--- config.mk ---
export PLATFORM = sky130hd
export DESIGN_NAME = rsort_cell
export DESIGN_NICKNAME = d
export VERILOG_FILES = /design/src/sv/rsort_pkg.sv /design/src/sv/rsort_cell.sv
export SDC_FILE = /design/constraint.sdc
export NUM_CORES = 1
export LEC_CHECK = 0
export ABC_AREA = 0
export BUFFER_PORTS_ARGS = -buffer_cell sky130_fd_sc_hd__buf_4
export CAP_MARGIN = 15
export CORE_ASPECT_RATIO = 1.75
export CORE_MARGIN = 10
export CORE_UTILIZATION = 35
export DETAILED_ROUTE_END_ITERATION = 6
export PLACE_DENSITY = 0.66
export SYNTH_ARGS = -nofsm -noshare
export SYNTH_HDL_FRONTEND = slang
export SYNTH_SLANG_ARGS = --single-unit
--- constraint.sdc ---
create_clock -name clk -period 4.09 [get_ports clk]
set_input_delay 0.6135 -clock clk [delete_from_list [all_inputs] [get_ports clk]]
set_output_delay 0.6135 -clock clk [all_outputs]
set_load 0.02 [all_outputs]
--- src/sv/rsort_pkg.sv ---
`timescale 1ns / 1ps
// ----------------------------------------------------------------------------
// rsort_pkg
// Shared types for the score sorter: the stored record and the cell controls.
// ----------------------------------------------------------------------------
package rsort_pkg;

    localparam int SCORE_W = 16;
    localparam int ID_W    = 8;

    // one stored rating record
    typedef struct packed {
        logic [SCORE_W-1:0] score;
        logic [ID_W-1:0]    group_id;
        logic [ID_W-1:0]    evaluator_id;
    } record_t;

    // controls broadcast to every cell of the chain
    typedef struct packed {
        logic load;   // place the incoming record
        logic shift;  // move every record one cell toward the head
    } cell_ctl_t;

endpackage

--- src/sv/rsort_cell.sv ---
`timescale 1ns / 1ps
// ----------------------------------------------------------------------------
// rsort_cell
// One slot of the insertion chain: holds a record and its valid flag.
// ----------------------------------------------------------------------------
module rsort_cell
    import rsort_pkg::*;
(
    input  logic      clk,
    input  logic      rst_n,
    input  cell_ctl_t ctl,
    input  record_t   new_rec,
    input  record_t   left_rec,
    input  logic      left_valid,
    input  logic      left_gt,
    input  record_t   right_rec,
    input  logic      right_valid,
    output record_t   rec,
    output logic      valid,
    output logic      gt
);

    record_t rec_reg, rec_next;
    logic    valid_reg, valid_next;

    // empty slots count as greater so the record lands after all valid ones
    assign gt = !valid_reg || (rec_reg.score > new_rec.score);

    // insert takes the new record or the left neighbor's, drain takes the right
    always_comb
    begin
        rec_next   = rec_reg;
        valid_next = valid_reg;
        if (ctl.load && gt)
        begin
            if (left_gt)
            begin
                rec_next   = left_rec;
                valid_next = left_valid;
            end
            else
            begin
                rec_next   = new_rec;
                valid_next = 1'b1;
            end
        end
        else if (ctl.shift)
        begin
            rec_next   = right_rec;
            valid_next = right_valid;
        end
    end

    // record payload
    always_ff @(posedge clk)
    begin
        rec_reg <= rec_next;
    end

    // valid flag
    always_ff @(posedge clk or negedge rst_n)
    begin
        if (!rst_n)
            valid_reg <= 1'b0;
        else
            valid_reg <= valid_next;
    end

    assign rec   = rec_reg;
    assign valid = valid_reg;

endmodule

; Word-level counts from Yosys, hierarchy flattened
; Cells that the tools add are included.
[word_totals]
regBits = 33
inputBits = 103
out_inout_bits = 34
word_cells = 15
[classes]
n_lt_le_gt_ge = 1
muxes = 6
reduce_logical = 4
[op_table]
columns = op, n
row1 = $mux 32, 3
row2 = $gt 16x16->1, 1
row3 = $mux 1, 3
row4 = $reduce_bool 2->1, 1
row5 = $logic_and 1x1->1, 1
row6 = $logic_not 1->1, 1
row7 = $logic_or 1x1->1, 1

; Longest topological paths before layout
[logic_depth]
depth_word = 4
mapped_depth = 9

; Least setup slack after synthesis
; Ideal clock, no wire load.
[synth_path]
path_type = input port to flip-flop
from = input port new_rec[31] in the netlist's numbering
to = register rec_reg, in the netlist rec[0] (enable)
setup_ps = 330
t_arrival_ps = 2710
required_ps = 3760
path_slack_ps = 1050
path_stages = 9
n_path_buf = 2
path_cell_list = inv_1 -> ha_1 -> nand4_2 -> nor2_1 -> or4_1 -> o311a_1 -> buf_6 -> buf_12 -> or2_2
[synth_via]
elab_chain_cells = 4
[synth_lines]
columns = item, line_no
row1 = start: declaration, rsort_cell.sv:12  ; input record_t new_rec,
row2 = $gt 16x16->1, rsort_cell.sv:27  ; assign gt = !valid_reg || (rec_reg.score > new_rec.score);
row3 = $logic_or 1x1->1, rsort_cell.sv:27
row4 = $logic_and 1x1->1, rsort_cell.sv:34  ; if (ctl.load && gt)
row5 = $reduce_bool 2->1 (no line), --
row6 = end signal: assignment, rsort_cell.sv:57  ; rec_reg <= rec_next;
row7 = end: declaration, rsort_cell.sv:23  ; record_t rec_reg, rec_next;
; Every way passes these cells.
; A chain may end at the register's enable or synchronous reset.

==> results.md <==
- Status: finished, final reports clean
- Setup repair after global routing missed its margin: no
- Distinct cells, synth: 30
- Final Critical Period: between 3000 and 4000 ps
- Post-CTS Setup Bufs: 0
- Count of final setup violators: 0
- CTS tree: yes
- Final std cells w/o fill: 405
- Number of cells traversed by the worst register-to-register path: 7
- Class of the most critical setup path: in2reg
- Clock Sink Count: 33
- Detailed-routing iteration count for the pre-antenna-repair pass: 4
- Largest fanout on the critical path: 22
- Number of top-level pins: 137
- Synth area leader: edfxtp_1
- CP Data Arrival Time: roughly 3300 ps
- Data required time of the worst path: 4110 ps
- Met3 WL post-DR: ~720 um
- Routability-driven placement congestion ratio: between 0.7 and 0.8
- Max incr delay on CP: ~480 ps
- First-pass GRT wire length: about 11000 um
- Type of origin of the critical path: input port
- Net count after synthesis: around 310
- Die Y-Extent: approximately 130 um
- Syn Area/Cell: around 12 sq um
- Setup TNS Final: 0 ps
- Cell Rows: 39
- Inserted Diodes: 0
- Synthesized flop and latch total: 33
- Area of the mapped netlist: ~2300 sq um
- Final-layout fill cell count: 623
- Antenna Nets Post-Route: 0
- Syn Inst Count: about 190
- Leak Pwr: 1.70 nW
- Core occupancy in the finished layout: 53.8%
- Kind of end point of the critical path: flop
- Horizontal extent of the die: roughly 82 um
- Source-to-sink clock delay at the later pin of the worst-skew pair: around 270 ps
- Vias: between 1500 and 2000
- Maximum number of pins on one net before global-route repair: just under 50
- Detailed Place HPWL: 5760 um
- Fraction of final layout cells sized beyond drive strength 1: 60.4%
- Number of nets in the finished design: about 440
- Die ar.: 10500 sq um
- Metal1 wirelength: ~2300 um
- Highest signal layer in the routed design: met4
- Area share of the leading cell type in the synthesized netlist: 41.0%
- Routed WL per cell: 17.5 um
- Post-route cell area: roughly 3500 sq um
- IR drop worst, VDD: approximately 0.21 mV
- Clock buffer depth: 2
- Met2 wire len: ~4000 um
- Synthesis warning total: 0
- Number of global-route vias before repair: approximately 2200
- Power per Cell Area: roughly 370 nW/um^2
- Largest register FFs: 32
- Skew final: 4.85 ps
- Initial antenna violation count: 0
- Vias per Instance: a little under 5
- # port buffers: ~140
- Number of placed cells counting well taps: 398
- Endpoint of the most critical register-to-register path: rec[31]$_DFFE_PP_
- Final routed wirelength across all metal layers: between 7000 and 8000 um
- H-Tree Level Count: 2
- Setup slack on the worst flop-to-flop path: between 800 and 900 ps
- Clock transition at the register clock pins on the worst setup and hold paths after CTS: 50 ps
- DRC violations left: 0
- Total global routing track utilization: 13.5%
- Hold-fix buffer count after cts: 0
- Largest cells by area after synthesis: edfxtp_1 41%, mux2_4 18%, mux2_2 10%
- Final worst-path cycle share: between 70 and 80%
- Area post-placement: 3390 sq um
- Max-slew violation count: 0
- Core area: 6540 sq um
- Count of cells resized by post-cts repair: 0
- TritonCTS Buffers: 5
- Upper clock frequency limit: 306 MHz
- Total count of hold-check failures in the final report: 0
- Clock root buffer: clkbuf_16
- HP Class: in2async
- Pin slew with the least headroom to its limit: ~780 ps
- Startpoint of the lowest-slack register-to-register path: rec[31]$_DFFE_PP_
- Master of the slowest instance on the critical path: o311a_2
- Fraction of the yosys area taken by sequential cells: about 42%
- CP most frequent cell: buf_4
- Area Growth Syn to Fin: 50.1%
- Initial cell density of the core: a little over a third
- Total grt overflow: 0
- Headroom to the max-slew limit: 47.7%
- Drt first-iter violations: 93
- Count of max-cap constraint violations: 0
- Chain of cells forming the critical path: buf_4 -> inv_1 -> ha_1 -> nand4_2 -> nor4_1 -> a21boi_1 -> o311a_2 -> buf_4 -> mux2_2
==> placed cells by master (no fill, tap or decap), types with 2 or more instances in the layout <==
cell type  netlist  routed
buf_4            0     137
edfxtp_1        32      32
mux2_4          28      28
mux2_2          21      21
nand2_1         19      19
o21ai_0         18      18
inv_1           16      16
ha_1            16      16
a21oi_1          5       5
clkbuf_16        0       5
nand4_1          2       2
nor4_1           2       2
and2_1           2       2
nor2b_1          2       2
mux2i_1          2       2
==> cell type report <==
cell class / count / area (sq um) / area share, %
Clock buffer: 6 / 129 / 3.66
Clock inverter: 1 / 3.75 / 0.107
Multi-Input combinational cell: 130 / 1210 / 34.4
Tap cell: 82 / 103 / 2.92
Inverter: 16 / 60.1 / 1.71
Sequential cell: 33 / 986 / 28.0
Timing Repair Buffer: 137 / 1030 / 29.2
==> worst max path at each step <==
stage | start | end | slack [ps] | cells after the start
2_1_floorplan | new_rec[31] | rec[0]$_DFFE_PP_ | 1050 | 9
3_3_place_gp | new_rec[31] | rec[2]$_DFFE_PP_ | 660 | 9
3_5_place_dp | new_rec[31] | rec[3]$_DFFE_PP_ | 540 | 8
4_1_cts | new_rec[31] | rec[28]$_DFFE_PP_ | 820 | 8
5_1_grt | new_rec[31] | rec[6]$_DFFE_PP_ | 560 | 8
6_report | new_rec[31] | rec[31]$_DFFE_PP_ | 820 | 9
==> cells by family (layout without fill, tap and decap cells) <==
family | count (synthesis) | count (layout) | share of synthesized area (%)
buffers and inverters | 25 | 160 | 6.40
multiplexers | 51 | 51 | 28.9
flip-flops | 33 | 33 | 42.0
adder cells (fa/ha/maj) | 16 | 16 | 8.54
AO/OA/AOI/OAI | 28 | 28 | 6.67
AND/OR/NAND/NOR | 35 | 35 | 7.47
==> per-layer routing <==
layer | up-vias | track usage, %
met5 | - | 0
met2 | 80 | 25.4
met3 | 4 | 5.48
met4 | 0 | 4.83
li1 | 958 | -
met1 | 918 | 12.1
==> critical path: cells and delay by family <==
family / cells / cell delay (ps)
compound gates: 2 / 760
simple gates: 2 / 610
buf+inv: 3 / 590
mux: 1 / 390
fa+ha+maj: 1 / 320
==> through the flow <==
| step | power (mW) | setup WS (ps) | hold slack [ps] |
|---|---|---|---|
| 5_1_grt | 1.37 | 556 | 103 |
| 6_report | 1.30 | 825 | 113 |
| 3_5_place_dp | 0.967 | 536 | 391 |
| 2_1_floorplan | 0.777 | 1050 | 318 |
| 4_1_cts | 1.32 | 819 | 105 |
| 3_3_place_gp | 0.960 | 658 | 389 |
==> report_power, final <==
group          internal, mW  switching, mW
Combinational         0.256          0.228
Sequential            0.445         0.0251
Clock                 0.220          0.123
Total                 0.921          0.376
==> synthesized netlist by cell type, drive strengths merged <==
cell type	count
mux2	49
edfxtp	32
nand2	19
o21ai	18
ha	16
inv	16
a21oi	5
clkbuf	5
buf	4
nand4	3
and2	2
mux2i	2
nor2b	2
nor4	2
a2111oi	1
a21boi	1
a21o	1
and3	1
dfrtp	1
nand3	1
nor2	1
nor3	1
o211ai	1
o311a	1
or2	1
or3	1
or4	1
Power figures use the tool's default switching activity.
